$ cat src/ltpr_pkg.sv
// Shared types and constants for the LCD timing and palette register block.
// No dependencies; used by the top level and the testbench.
`default_nettype none

package ltpr_pkg;

  // Line and frame geometry
  localparam int PALETTE_BYTES   = 64;
  localparam int PAL_AW          = $clog2(PALETTE_BYTES);
  localparam int DOTS_PER_LINE   = 456;
  localparam int LINES_PER_FRAME = 154;
  localparam int VISIBLE_LINES   = 144;
  localparam int DRAW_START      = 80;
  localparam int HBLANK_START    = 252 + 80;

  localparam logic [8:0] DOT_LAST   = 9'(DOTS_PER_LINE - 1);
  localparam logic [8:0] DOT_DRAW   = 9'(DRAW_START);
  localparam logic [8:0] DOT_HBLANK = 9'(HBLANK_START);
  localparam logic [7:0] LINE_LAST  = 8'(LINES_PER_FRAME - 1);
  localparam logic [7:0] LINE_VBL   = 8'(VISIBLE_LINES);

  // Bit positions in control, status and index registers
  localparam int CTRL_ENABLE  = 7;
  localparam int STAT_HBL_EN  = 3;
  localparam int STAT_VBL_EN  = 4;
  localparam int STAT_OAM_EN  = 5;
  localparam int STAT_COIN_EN = 6;
  localparam int IDX_AUTO     = 7;
  localparam logic [7:0] STAT_READ_SET = 8'b1000_0000;
  localparam logic [7:0] IDX_READ_SET  = 8'b0100_0000;
  localparam logic [7:0] BANK_READ_SET = 8'hFE;

  // Register addresses (low byte of the I/O address)
  localparam logic [7:0] A_CTRL = 8'h40;
  localparam logic [7:0] A_STAT = 8'h41;
  localparam logic [7:0] A_SCY  = 8'h42;
  localparam logic [7:0] A_SCX  = 8'h43;
  localparam logic [7:0] A_LY   = 8'h44;
  localparam logic [7:0] A_LYC  = 8'h45;
  localparam logic [7:0] A_DMA  = 8'h46;
  localparam logic [7:0] A_BGP  = 8'h47;
  localparam logic [7:0] A_OBP0 = 8'h48;
  localparam logic [7:0] A_OBP1 = 8'h49;
  localparam logic [7:0] A_WY   = 8'h4A;
  localparam logic [7:0] A_WX   = 8'h4B;
  localparam logic [7:0] A_BANK = 8'h4F;
  localparam logic [7:0] A_BGPI = 8'h68;
  localparam logic [7:0] A_BGPD = 8'h69;
  localparam logic [7:0] A_OBPI = 8'h6A;
  localparam logic [7:0] A_OBPD = 8'h6B;

  typedef enum logic [1:0] {
    OP_TICK  = 2'd0,
    OP_READ  = 2'd1,
    OP_WRITE = 2'd2,
    OP_NONE  = 2'd3
  } op_t;

  typedef enum logic [1:0] {
    MODE_HBLANK = 2'd0,
    MODE_VBLANK = 2'd1,
    MODE_OAM    = 2'd2,
    MODE_DRAW   = 2'd3
  } lcd_mode_t;

  typedef enum logic [1:0] {
    ST_IDLE,
    ST_EXEC,
    ST_DONE
  } state_t;

endpackage

`default_nettype wire

$ cat src/ltpr_ram.sv
// Generic single-port RAM with registered read data.
// No dependencies.
`default_nettype none

module ltpr_ram #(
  parameter int WIDTH = 8,
  parameter int DEPTH = 64
) (
  input  wire logic                     clk,
  input  wire logic                     we,
  input  wire logic [$clog2(DEPTH)-1:0] addr,
  input  wire logic [WIDTH-1:0]         wdata,
  output logic      [WIDTH-1:0]         rdata
);

  logic [WIDTH-1:0] mem_r [DEPTH];
  logic [WIDTH-1:0] rdata_r;

  // Write on we, register the read word every cycle
  always_ff @(posedge clk) begin
    if (we) begin
      mem_r[addr] <= wdata;
    end
    rdata_r <= mem_r[addr];
  end

  assign rdata = rdata_r;

endmodule

`default_nettype wire

$ cat src/lcd_timing_and_palette_registers_top.sv
// LCD timing and palette register block: dot sequencer, I/O registers, palette RAMs.
// Depends on ltpr_pkg and ltpr_ram.
//
//   channel | ports                              | beat taken when
//   --------+------------------------------------+-----------------------
//   input   | in_operation .. in_double_speed    | start && !busy
//   result  | out_read_data .. out_mode          | out_valid (one cycle)
//
// A tick beat of n dots (halved in double speed) holds busy after acceptance while the
// single dot-step unit steps through the dots, then leaves the loop and gives the result.
// A disabled tick, read or write passes only through execute and result, the palette
// read data coming from a registered RAM port. Reset is synchronous and clears all
// registers but the latched beat payload; palette bytes read as zero until written via
// per-entry valid bits. The receiver cannot stall the result strobe.
`default_nettype none

module lcd_timing_and_palette_registers_top (
  input  wire logic       clk,
  input  wire logic       rst_n,
  input  wire logic       start,
  output logic            busy,
  input  wire logic [1:0] in_operation,
  input  wire logic [7:0] in_reg_addr,
  input  wire logic [7:0] in_write_data,
  input  wire logic [7:0] in_dot_count,
  input  wire logic       in_double_speed,
  output logic            out_valid,
  output logic [7:0]      out_read_data,
  output logic            out_vblank_irq,
  output logic            out_stat_irq,
  output logic            out_frame_wrap,
  output logic [7:0]      out_line,
  output logic [1:0]      out_mode
);

  ltpr_pkg::state_t state_r, state_nxt;

  // Latched beat
  ltpr_pkg::op_t op_r, op_nxt;
  logic [7:0] addr_r, addr_nxt;
  logic [7:0] wdata_r, wdata_nxt;
  logic [7:0] rem_r, rem_nxt;

  // Timing state
  logic [8:0] dot_x_r, dot_x_nxt;
  logic [7:0] dot_y_r, dot_y_nxt;
  ltpr_pkg::lcd_mode_t mode_r, mode_nxt;
  logic stat_line_r, stat_line_nxt;
  logic vb_r, vb_nxt;
  logic si_r, si_nxt;
  logic nf_r, nf_nxt;

  // Register file
  logic [7:0] ctrl_r, ctrl_nxt;
  logic [7:0] stat_r, stat_nxt;
  logic [7:0] ly_r, ly_nxt;
  logic [7:0] lyc_r, lyc_nxt;
  logic [7:0] plain_r [8];
  logic [7:0] plain_nxt [8];
  logic bank_r, bank_nxt;
  logic [7:0] bgi_r, bgi_nxt;
  logic [7:0] obi_r, obi_nxt;
  logic [ltpr_pkg::PALETTE_BYTES-1:0] bg_vld_r, bg_vld_nxt;
  logic [ltpr_pkg::PALETTE_BYTES-1:0] ob_vld_r, ob_vld_nxt;

  // Palette RAM ports
  logic       bg_we, ob_we;
  logic [7:0] bg_rdata, ob_rdata;
  logic       accept;
  logic [7:0] rd_mux;

  assign accept = start && (state_r == ltpr_pkg::ST_IDLE);

  ltpr_ram #(.WIDTH(8), .DEPTH(ltpr_pkg::PALETTE_BYTES)) u_bg_ram (
    .clk   (clk),
    .we    (bg_we),
    .addr  (bgi_r[ltpr_pkg::PAL_AW-1:0]),
    .wdata (wdata_r),
    .rdata (bg_rdata)
  );

  ltpr_ram #(.WIDTH(8), .DEPTH(ltpr_pkg::PALETTE_BYTES)) u_ob_ram (
    .clk   (clk),
    .we    (ob_we),
    .addr  (obi_r[ltpr_pkg::PAL_AW-1:0]),
    .wdata (wdata_r),
    .rdata (ob_rdata)
  );

  // Next state of the sequencer
  always_comb begin
    state_nxt = state_r;
    case (state_r)
      ltpr_pkg::ST_IDLE: begin
        if (start) state_nxt = ltpr_pkg::ST_EXEC;
      end
      ltpr_pkg::ST_EXEC: begin
        if (op_r != ltpr_pkg::OP_TICK || !ctrl_r[ltpr_pkg::CTRL_ENABLE] || rem_r == 8'd0) begin
          state_nxt = ltpr_pkg::ST_DONE;
        end
      end
      ltpr_pkg::ST_DONE: state_nxt = ltpr_pkg::ST_IDLE;
      default: state_nxt = ltpr_pkg::ST_IDLE;
    endcase
  end

  // Sequencer outputs
  always_comb begin
    busy      = 1'b1;
    out_valid = 1'b0;
    bg_we     = 1'b0;
    ob_we     = 1'b0;
    case (state_r)
      ltpr_pkg::ST_IDLE: busy = 1'b0;
      ltpr_pkg::ST_EXEC: begin
        bg_we = (op_r == ltpr_pkg::OP_WRITE) && (addr_r == ltpr_pkg::A_BGPD);
        ob_we = (op_r == ltpr_pkg::OP_WRITE) && (addr_r == ltpr_pkg::A_OBPD);
      end
      ltpr_pkg::ST_DONE: out_valid = 1'b1;
      default: busy = 1'b1;
    endcase
  end

  // Datapath: latch beat, step one dot, apply register writes
  always_comb begin
    logic coin;
    logic line_now;
    ltpr_pkg::lcd_mode_t m;

    op_nxt        = op_r;
    addr_nxt      = addr_r;
    wdata_nxt     = wdata_r;
    rem_nxt       = rem_r;
    dot_x_nxt     = dot_x_r;
    dot_y_nxt     = dot_y_r;
    mode_nxt      = mode_r;
    stat_line_nxt = stat_line_r;
    vb_nxt        = vb_r;
    si_nxt        = si_r;
    nf_nxt        = nf_r;
    ctrl_nxt      = ctrl_r;
    stat_nxt      = stat_r;
    ly_nxt        = ly_r;
    lyc_nxt       = lyc_r;
    plain_nxt     = plain_r;
    bank_nxt      = bank_r;
    bgi_nxt       = bgi_r;
    obi_nxt       = obi_r;
    bg_vld_nxt    = bg_vld_r;
    ob_vld_nxt    = ob_vld_r;
    coin          = 1'b0;
    line_now      = 1'b0;
    m             = mode_r;

    if (accept) begin
      op_nxt    = ltpr_pkg::op_t'(in_operation);
      addr_nxt  = in_reg_addr;
      wdata_nxt = in_write_data;
      rem_nxt   = in_double_speed ? {1'b0, in_dot_count[7:1]} : in_dot_count;
      vb_nxt    = 1'b0;
      si_nxt    = 1'b0;
      nf_nxt    = 1'b0;
    end

    if (state_r == ltpr_pkg::ST_EXEC && op_r == ltpr_pkg::OP_TICK) begin
      if (!ctrl_r[ltpr_pkg::CTRL_ENABLE]) begin
        // Display off: park the counter at the top of the frame
        dot_x_nxt     = 9'd0;
        dot_y_nxt     = 8'd0;
        mode_nxt      = ltpr_pkg::MODE_HBLANK;
        ly_nxt        = 8'd0;
        stat_nxt[2:0] = 3'd0;
      end else if (rem_r != 8'd0) begin
        // One dot: line register, status low bits, mode, STAT edge
        rem_nxt  = rem_r - 8'd1;
        ly_nxt   = dot_y_r;
        coin     = (lyc_r == dot_y_r);
        stat_nxt = {stat_r[7:3], coin, mode_r};
        line_now = coin && stat_r[ltpr_pkg::STAT_COIN_EN];
        if (dot_y_r < ltpr_pkg::LINE_VBL) begin
          if (dot_x_r == 9'd0) m = ltpr_pkg::MODE_OAM;
          else if (dot_x_r == ltpr_pkg::DOT_DRAW) m = ltpr_pkg::MODE_DRAW;
          else if (dot_x_r == ltpr_pkg::DOT_HBLANK) m = ltpr_pkg::MODE_HBLANK;
        end else if (dot_y_r == ltpr_pkg::LINE_VBL && dot_x_r == 9'd0) begin
          m      = ltpr_pkg::MODE_VBLANK;
          vb_nxt = 1'b1;
        end
        mode_nxt = m;
        case (m)
          ltpr_pkg::MODE_HBLANK: line_now = line_now || stat_r[ltpr_pkg::STAT_HBL_EN];
          ltpr_pkg::MODE_VBLANK: line_now = line_now || stat_r[ltpr_pkg::STAT_VBL_EN];
          ltpr_pkg::MODE_OAM:    line_now = line_now || stat_r[ltpr_pkg::STAT_OAM_EN];
          default:               line_now = line_now;
        endcase
        if (!stat_line_r && line_now) si_nxt = 1'b1;
        stat_line_nxt = line_now;
        // Advance the dot position, wrap line and frame
        if (dot_x_r == ltpr_pkg::DOT_LAST) begin
          dot_x_nxt = 9'd0;
          if (dot_y_r == ltpr_pkg::LINE_LAST) begin
            dot_y_nxt = 8'd0;
            nf_nxt    = 1'b1;
          end else begin
            dot_y_nxt = dot_y_r + 8'd1;
          end
        end else begin
          dot_x_nxt = dot_x_r + 9'd1;
        end
      end
    end

    if (state_r == ltpr_pkg::ST_EXEC && op_r == ltpr_pkg::OP_WRITE) begin
      case (addr_r)
        ltpr_pkg::A_CTRL: ctrl_nxt = wdata_r;
        ltpr_pkg::A_STAT: stat_nxt = {wdata_r[7:3], stat_r[2:0]};
        ltpr_pkg::A_SCY:  plain_nxt[0] = wdata_r;
        ltpr_pkg::A_SCX:  plain_nxt[1] = wdata_r;
        ltpr_pkg::A_LY:   ly_nxt = wdata_r;
        ltpr_pkg::A_LYC:  lyc_nxt = wdata_r;
        ltpr_pkg::A_DMA:  plain_nxt[2] = wdata_r;
        ltpr_pkg::A_BGP:  plain_nxt[3] = wdata_r;
        ltpr_pkg::A_OBP0: plain_nxt[4] = wdata_r;
        ltpr_pkg::A_OBP1: plain_nxt[5] = wdata_r;
        ltpr_pkg::A_WY:   plain_nxt[6] = wdata_r;
        ltpr_pkg::A_WX:   plain_nxt[7] = wdata_r;
        ltpr_pkg::A_BANK: bank_nxt = wdata_r[0];
        ltpr_pkg::A_BGPI: bgi_nxt = wdata_r;
        ltpr_pkg::A_BGPD: begin
          bg_vld_nxt[bgi_r[ltpr_pkg::PAL_AW-1:0]] = 1'b1;
          if (bgi_r[ltpr_pkg::IDX_AUTO]) begin
            bgi_nxt = {bgi_r[7:ltpr_pkg::PAL_AW],
                       bgi_r[ltpr_pkg::PAL_AW-1:0] + ltpr_pkg::PAL_AW'(1)};
          end
        end
        ltpr_pkg::A_OBPI: obi_nxt = wdata_r;
        ltpr_pkg::A_OBPD: begin
          ob_vld_nxt[obi_r[ltpr_pkg::PAL_AW-1:0]] = 1'b1;
          if (obi_r[ltpr_pkg::IDX_AUTO]) begin
            obi_nxt = {obi_r[7:ltpr_pkg::PAL_AW],
                       obi_r[ltpr_pkg::PAL_AW-1:0] + ltpr_pkg::PAL_AW'(1)};
          end
        end
        default: ctrl_nxt = ctrl_r;
      endcase
    end
  end

  // Read data for the result beat
  always_comb begin
    case (addr_r)
      ltpr_pkg::A_CTRL: rd_mux = ctrl_r;
      ltpr_pkg::A_STAT: rd_mux = stat_r | ltpr_pkg::STAT_READ_SET;
      ltpr_pkg::A_SCY:  rd_mux = plain_r[0];
      ltpr_pkg::A_SCX:  rd_mux = plain_r[1];
      ltpr_pkg::A_LY:   rd_mux = ly_r;
      ltpr_pkg::A_LYC:  rd_mux = lyc_r;
      ltpr_pkg::A_DMA:  rd_mux = plain_r[2];
      ltpr_pkg::A_BGP:  rd_mux = plain_r[3];
      ltpr_pkg::A_OBP0: rd_mux = plain_r[4];
      ltpr_pkg::A_OBP1: rd_mux = plain_r[5];
      ltpr_pkg::A_WY:   rd_mux = plain_r[6];
      ltpr_pkg::A_WX:   rd_mux = plain_r[7];
      ltpr_pkg::A_BANK: rd_mux = ltpr_pkg::BANK_READ_SET | {7'd0, bank_r};
      ltpr_pkg::A_BGPI: rd_mux = bgi_r | ltpr_pkg::IDX_READ_SET;
      ltpr_pkg::A_BGPD: rd_mux = bg_vld_r[bgi_r[ltpr_pkg::PAL_AW-1:0]] ? bg_rdata : 8'd0;
      ltpr_pkg::A_OBPI: rd_mux = obi_r | ltpr_pkg::IDX_READ_SET;
      ltpr_pkg::A_OBPD: rd_mux = ob_vld_r[obi_r[ltpr_pkg::PAL_AW-1:0]] ? ob_rdata : 8'd0;
      default:          rd_mux = 8'd0;
    endcase
  end

  assign out_read_data  = (op_r == ltpr_pkg::OP_READ) ? rd_mux : 8'd0;
  assign out_vblank_irq = vb_r;
  assign out_stat_irq   = si_r;
  assign out_frame_wrap = nf_r;
  assign out_line       = ly_r;
  assign out_mode       = mode_r;

  // Hold payload of the latched beat
  always_ff @(posedge clk) begin
    op_r    <= op_nxt;
    addr_r  <= addr_nxt;
    wdata_r <= wdata_nxt;
    rem_r   <= rem_nxt;
  end

  // Control and architectural state
  always_ff @(posedge clk) begin
    if (!rst_n) begin
      state_r     <= ltpr_pkg::ST_IDLE;
      dot_x_r     <= 9'd0;
      dot_y_r     <= 8'd0;
      mode_r      <= ltpr_pkg::MODE_HBLANK;
      stat_line_r <= 1'b0;
      vb_r        <= 1'b0;
      si_r        <= 1'b0;
      nf_r        <= 1'b0;
      ctrl_r      <= 8'd0;
      stat_r      <= 8'd0;
      ly_r        <= 8'd0;
      lyc_r       <= 8'd0;
      for (int i = 0; i < 8; i++) plain_r[i] <= 8'd0;
      bank_r      <= 1'b0;
      bgi_r       <= 8'd0;
      obi_r       <= 8'd0;
      bg_vld_r    <= '0;
      ob_vld_r    <= '0;
    end else begin
      state_r     <= state_nxt;
      dot_x_r     <= dot_x_nxt;
      dot_y_r     <= dot_y_nxt;
      mode_r      <= mode_nxt;
      stat_line_r <= stat_line_nxt;
      vb_r        <= vb_nxt;
      si_r        <= si_nxt;
      nf_r        <= nf_nxt;
      ctrl_r      <= ctrl_nxt;
      stat_r      <= stat_nxt;
      ly_r        <= ly_nxt;
      lyc_r       <= lyc_nxt;
      plain_r     <= plain_nxt;
      bank_r      <= bank_nxt;
      bgi_r       <= bgi_nxt;
      obi_r       <= obi_nxt;
      bg_vld_r    <= bg_vld_nxt;
      ob_vld_r    <= ob_vld_nxt;
    end
  end

endmodule

`default_nettype wire

$ cat config.mk
export PLATFORM = sky130hd
export DESIGN_NAME = lcd_timing_and_palette_registers_top
export DESIGN_NICKNAME = d
export VERILOG_FILES = /design/src/ltpr_pkg.sv /design/src/ltpr_ram.sv /design/src/lcd_timing_and_palette_registers_top.sv
export SDC_FILE = /design/constraint.sdc
export NUM_CORES = 2
export LEC_CHECK = 0
export ABC_AREA = 0
export BUFFER_PORTS_ARGS = -buffer_cell sky130_fd_sc_hd__buf_4
export CAP_MARGIN = 40
export CORE_MARGIN = 8
export CORE_UTILIZATION = 28
export DETAILED_ROUTE_END_ITERATION = 6
export HOLD_SLACK_MARGIN = 0.06
export PLACE_DENSITY_LB_ADDON = 0.15
export SKIP_LAST_GASP = 1
export SLEW_MARGIN = 20
export SYNTH_ARGS = -nofsm -noshare
export SYNTH_HDL_FRONTEND = slang
export SYNTH_SLANG_ARGS = --single-unit
$ cat constraint.sdc
create_clock -name clk -period 2.61 [get_ports clk]
set_clock_uncertainty 0.05 [all_clocks]
set_input_delay 0.261 -clock clk [delete_from_list [all_inputs] [get_ports clk]]
set_output_delay 0.261 -clock clk [all_outputs]
set_load 0.05 [all_outputs]
After elaboration in Yosys (flattened, before gate mapping):

Memories as Yosys holds them, arrays and structs flattened. A register that Yosys moved wholly into a read port is not among the register bits.
Cells that the tools add are included.

* memories: 2
* logic and storage cells: 209
* bits in writable memories: 1024
* bits in registers: 290
* bits of input ports: 30

Memory list
* u_bg_ram.mem_r: depth 64, width 8, read ports 1, clocked after memory_dff 1, write ports 1, line ltpr_ram.sv:16 `logic [WIDTH-1:0] mem_r [DEPTH];`
* u_ob_ram.mem_r: depth 64, width 8, read ports 1, clocked after memory_dff 1, write ports 1, line ltpr_ram.sv:16

* bitwise logic cells: 2
* mux-type cells: 80
* equality and inequality tests: 36
* reductions and logical operators: 47
* magnitude comparators: 5
* add/sub/neg operators: 5

Operator list (number)
* 8-bit two-way mux: 21
* 8-bit by 7-bit equality test with 1-bit output (second input constant): 17
* 8-bit case mux with 17 select lines: 1
* 64-bit bitwise OR: 2
* 2-bit AND reduction: 17
* 1-bit two-way mux: 32
* 8-bit case mux with 2 select lines: 2
* 9-bit two-way mux: 3
* 2-bit two-way mux: 12
* 9-bit equality test (second input constant): 2
* 8-bit equality test (second input constant): 2
* 6-bit by 7-bit < comparator with 1-bit output (second input constant): 2
* 6-bit by 1-bit adder with 6-bit output (second input constant): 2
* 1-bit binary-select mux with 6-bit select: 2
* 1-bit demux with 6-bit select: 2
* 6-bit by 1-bit greater-or-equal comparator with 1-bit output (second input constant): 2
* 3-bit AND reduction: 4
* 1-bit logical AND: 10
* 2-bit inequality test (second input constant): 5
* 9-bit by 1-bit adder with 9-bit output (second input constant): 1
* 9-bit by 7-bit equality test with 1-bit output (second input constant): 1
* 9-bit zero test: 1
* 3-bit two-way mux: 3
* 8-bit by 1-bit adder with 8-bit output (second input constant): 1
* 14 further kinds: 28

Longest topological paths before layout:

* word-level depth: 18
* depth in mapped cells: 14
* depth with buffers taken out: 14

Cells and area by module:

From an unflattened synthesis, not the netlist that was laid out.

* cells, all modules: 3841
* area, all modules: 54772.5 µm²

By module, submodules not included
* ltpr_ram: instances 2, cells each 1171, sequential area each 15534.9 µm², area each 20449.6 µm²
* lcd_timing_and_palette_registers_top: instances 1, cells each 1499, sequential area each 5965.7 µm², area each 13873.3 µm²

Worst setup path before layout:

OpenSTA, ideal clock, no wires.

* path type: flip-flop to output port
* start point: register addr_r[5]
* end point: output out_read_data[0]
* arrival time: 2.415 ns
* cell stages (with the launch flop): 8
* required time: 2.299 ns
* slack: -0.116 ns
* cell sequence: edfxtp_1 -> or4b_4 -> buf_2 -> a31oi_1 -> o21a_1 -> nand2_1 -> a31oi_2 -> a221o_1

* word-level cells in the longest chain between the ends: 3
* elaborated cells between the ends (all ways): 19

Ends and longest elaborated chain
* start, declared: line lcd_timing_and_palette_registers_top.sv:40 `logic [7:0] addr_r, addr_nxt;`
* start signal, assigned: line lcd_timing_and_palette_registers_top.sv:282 `addr_r <= addr_nxt;`
* 8-bit by 7-bit equality test with 1-bit output: line lcd_timing_and_palette_registers_top.sv:250 `case (addr_r)`
* 8-bit case mux with 17 select lines *: line lcd_timing_and_palette_registers_top.sv:250
* 8-bit two-way mux *: line lcd_timing_and_palette_registers_top.sv:272 `assign out_read_data = (op_r == ltpr_pkg::OP_READ) ? rd_mux : 8'd0;`
* end, declared: line lcd_timing_and_palette_registers_top.sv:28 `output logic [7:0] out_read_data,`

Every way passes the cells marked *; elsewhere a longest branch is shown, timed or not.

Final worst setup path:

* start point: register bgi_r[0]
* end point: output out_read_data[0]

* word-level cells in the longest chain between the ends: 5

Ends and longest elaborated chain
* start, declared: line lcd_timing_and_palette_registers_top.sv:61 `logic [7:0] bgi_r, bgi_nxt;`
* start signal, assigned: line lcd_timing_and_palette_registers_top.sv:323 `bgi_r <= bgi_nxt;`
* 1-bit binary-select mux with 6-bit select: line lcd_timing_and_palette_registers_top.sv:265 `ltpr_pkg::A_BGPD: rd_mux = bg_vld_r[bgi_r[ltpr_pkg::PAL_AW-1:0]] ? bg_rdata : 8'd0;`
* 1-bit two-way mux (implied by the code): line lcd_timing_and_palette_registers_top.sv:265
* 8-bit two-way mux: line lcd_timing_and_palette_registers_top.sv:265
* 8-bit case mux with 17 select lines *: line lcd_timing_and_palette_registers_top.sv:250
* 8-bit two-way mux *: line lcd_timing_and_palette_registers_top.sv:272

Every way passes the cells marked *; elsewhere a longest branch is shown, timed or not. The select of a mux whose other input is x is not followed.

==> impl_metrics.json <==
{
  "status": "finished with violations",
  "violations": "DRC, setup timing",
  "grt_start_max_net_pins": 142,
  "ios": 53,
  "pre_cts_slack_ns": -0.6597,
  "rsz0062_at_grt": "yes",
  "finalWirelength_um": 179700,
  "antenna_found_initial": 2,
  "drt_first_pass_iters": 7,
  "syn_nets": 3509,
  "dpl_cell_area_um2": 58960,
  "startpoint": "bgi_r[0]$_SDFFE_PN0P_",
  "area_growth_pct": 35.44,
  "avgSynthCellArea_um2": 14.59,
  "power_mw": 44.96,
  "die_y_um": 441.1,
  "tightest_slew_ns": 1.141,
  "num_rows": 156,
  "nFillCells": 16990,
  "clk_pin_slew_ns": 0.06,
  "holdPathStages": 2,
  "ys_seq_area_frac": 0.7321,
  "place.gp.congestion": 0.8780,
  "fmax_mhz": 262.7,
  "r2r_cells": 11,
  "worst_slack_ns": -1.196,
  "internal_power_mw": 35.13,
  "timing.rr.start": "bgi_r[1]$_SDFFE_PN0P_",
  "hold_path.class": "primary input to flip-flop",
  "crit_path_max_fanout": 7,
  "globalRouteOverflowTotal": 0,
  "yosysUniqueCellTypes": 87,
  "die_w_um": 441.1,
  "start_util": 0.2808,
  "htree_levels": 4,
  "setup-violations-final": 821,
  "synth_top_area_cell": "edfxtp_1",
  "worst-setup-path-type": "flip-flop to primary output",
  "r2r_slack_ns": -0.24,
  "synthArstFlopShare": 0,
  "yosys_warnings": 0,
  "cp.required_ns": 2.30,
  "grt_pass1_vias": 33970,
  "first_iter_violations": 2796,
  "coreArea_um2": 180200,
  "nets": 4333,
  "busiest_layer": "met2",
  "seqPwrFrac": 0.511,
  "vdd_drop_max_v": 0.0006205,
  "fin_crit_sh": 1.458,
  "finalSetupTns_ns": -53.20,
  "final_cell_area_um2": 68520,
  "viasPerCell": 5.086,
  "yosys_most_used_dff": "edfxtp_1",
  "vias": 34530,
  "portBuffers": 52,
  "track_usage": 0.1759,
  "grt_use_met3": 0.02825,
  "grt_first_pass_wirelength_um": 250800,
  "cts_buffer_depth": 3,
  "synth_edf_count": 1042,
  "synthCells": 3467,
  "cap_violations": 0,
  "share_comb_of_total_power": 0.022,
  "netlist_area_um2": 50590,
  "yosysTopAreaCellShare": 0.6185,
  "period_needed_ns": 3.806,
  "cts_tree": "done",
  "dpl.cell_count": 6337,
  "clock_power_share": 0.467,
  "clock_latency_ns": 0.81,
  "grt_use_met1": 0.2359,
  "hold_viol_final": 0,
  "p_leak_nw": 22.79,
  "stdcell_count": 6789,
  "use_met2": 0.2892,
  "power_switching_mw": 9.825,
  "switching_share": 0.2185,
  "drive_above_1_share": 0.3237,
  "synth_area_leaders": "edfxtp_1, dfxtp_1, a22oi_1",
  "drcViolationCount": 1,
  "wire_per_inst_um": 26.48,
  "synth-seq-cells": 1329,
  "power_density_nw_per_um2": 656.2,
  "drv_slew": 0,
  "start_kind": "flip-flop",
  "drtAntennaViolNets": 0,
  "cts_root_buf": "clkbuf_16",
  "maxSlewHeadroom": 0.2372,
  "cts_buffers": 151,
  "hpwl_um": 113100,
  "dieArea_um2": 194500,
  "crit_arrival_ns": 3.50,
  "cts.sinks": 1329,
  "hold_start": "in_operation[1]",
  "cp-end-kind": "primary output"
}
[final cells by class]
type	count	area [um^2]	area share
clock inverters	78	860.8	0.01256
inverters	28	107.6	0.001570
repair buffers	897	8861	0.1293
multi-input cells	1884	14620	0.2134
flip-flops and latches	1329	37050	0.5408
clock buffers	202	4040	0.05897
diodes	1	2.502	0.00003652
well taps	2370	2965	0.04328
[state kept, by name, indices dropped and copies added (netlist names), 9 cells and up]
register,count
plain_r,64
u_bg_ram.mem_r,512
u_ob_ram.mem_r,512
ob_vld_r,64
dot_x_r,9
bg_vld_r,64
[path summary, 6_finish.rpt]
path                                                  end
worst min-delay path                    op_r[1]$_DFFE_PP_
worst max register to register  u_bg_ram.rdata[2]$_DFF_P_
worst min register to register   plain_r[56]$_SDFFE_PN0P_
worst max-delay path                     out_read_data[0]
[Yosys cell counts, drive strengths merged, types with 9 or more instances]
cell / instances
or3: 12
nor3b: 12
ha: 12
edfxtp: 1042
a21oi: 131
xor2: 12
a221oi: 63
o21a: 109
nor2b: 9
a41oi: 23
nand2b: 9
a31oi: 54
a211oi: 14
a221o: 11
a22o: 53
mux2i: 54
and3: 15
nor4: 11
dfxtp: 287
inv: 27
clkbuf: 143
nand3: 49
nand2: 177
o21ai: 31
mux2: 10
nor3: 32
nor2: 287
nand4: 86
nor4bb: 9
a22oi: 463
nor4b: 11
mux4: 13
xnor2: 13
buf: 83
[critical path, cell delays in order (launching register included)]
cell and delay [ns]:
dfxtp_4 0.38, buf_6 0.12, buf_4 0.15, nor2b_4 0.14
a31oi_1 0.28, a31oi_4 0.15, nor4_4 0.45, buf_4 0.21
a311oi_4 0.09, clkbuf_16 0.19, a221o_2 0.35, buf_8 0.16
[logic make-up after synthesis]
kind of cell,after synthesis,share of synthesized area
xor gates and xnor gates,25,0.004328
and+or+nand+nor,760,0.07427
AOI/OAI and AO/OA,1010,0.1466
DFF,1329,0.7321
muxes,77,0.01870
adders and majority gates,12,0.002968
buffers and inverters,254,0.02097
[timing repair]
action	4_1_cts	5_1_grt
setup buffers	37	46
pin swaps	57	82
gates cloned	38	41
gates resized for setup	404	456
hold buffers	38	0
endpoints found under the hold margin	60	0
endpoints found under the setup margin	1153	1015
[per-layer routing]
layer,share of wire,wire length (um)
met1,0.44,78840
met2,0.48,86500
met3,0.044,7926
met4,0.036,6470
met5,0.000072,13
[cells in the final DEF (no fill, tap or decap), types with 17 or more instances in the layout]
master         synthesis  final
a21oi_1              131    118
inv_1                 25     25
o21a_1               109    109
dfxtp_1              287    280
buf_4                  2    519
a31oi_1               53     31
a31oi_2                1     17
nor2_4                 0    122
buf_12                 0     72
nor3_1                27     22
clkinv_2               0     23
mux2i_1               54     54
o21ai_0               31     28
edfxtp_1            1042   1042
clkbuf_16              0    152
nand4_1               86     86
clkinv_1               1     25
clkbuf_1             143     44
nand2_1              176    162
nand3_1               47     41
buf_6                  6    220
buf_8                  0     36
a221oi_2               2     33
a22o_1                53     53
a41oi_1               23     21
dlygate4sd3_1          0     38
nor2_1               284    150
a221oi_1              61     29
a22oi_1              463    449
[power by group through the flow]
stage | clock, mW | combinational, mW | sequential (mW)
2_1_floorplan | 0 | 0.270 | 23.5
3_3_place_gp | 0 | 0.927 | 23.4
3_5_place_dp | 0 | 0.938 | 23.4
4_1_cts | 21.5 | 0.997 | 23.0
5_1_grt | 22.4 | 1.07 | 23.0
6_report | 21.0 | 0.991 | 23.0
[through the flow]
stage | util | hold slack [ns]
2_1_floorplan | - | 0.3099
3_3_place_gp | 0.3272 | 0.3877
3_5_place_dp | 0.3273 | 0.3903
4_1_cts | 0.3688 | 0.07543
5_1_grt | 0.3803 | 0.09183
6_report | 0.3803 | 0.1466
No activity file was read; power rests on OpenSTA's default activity.
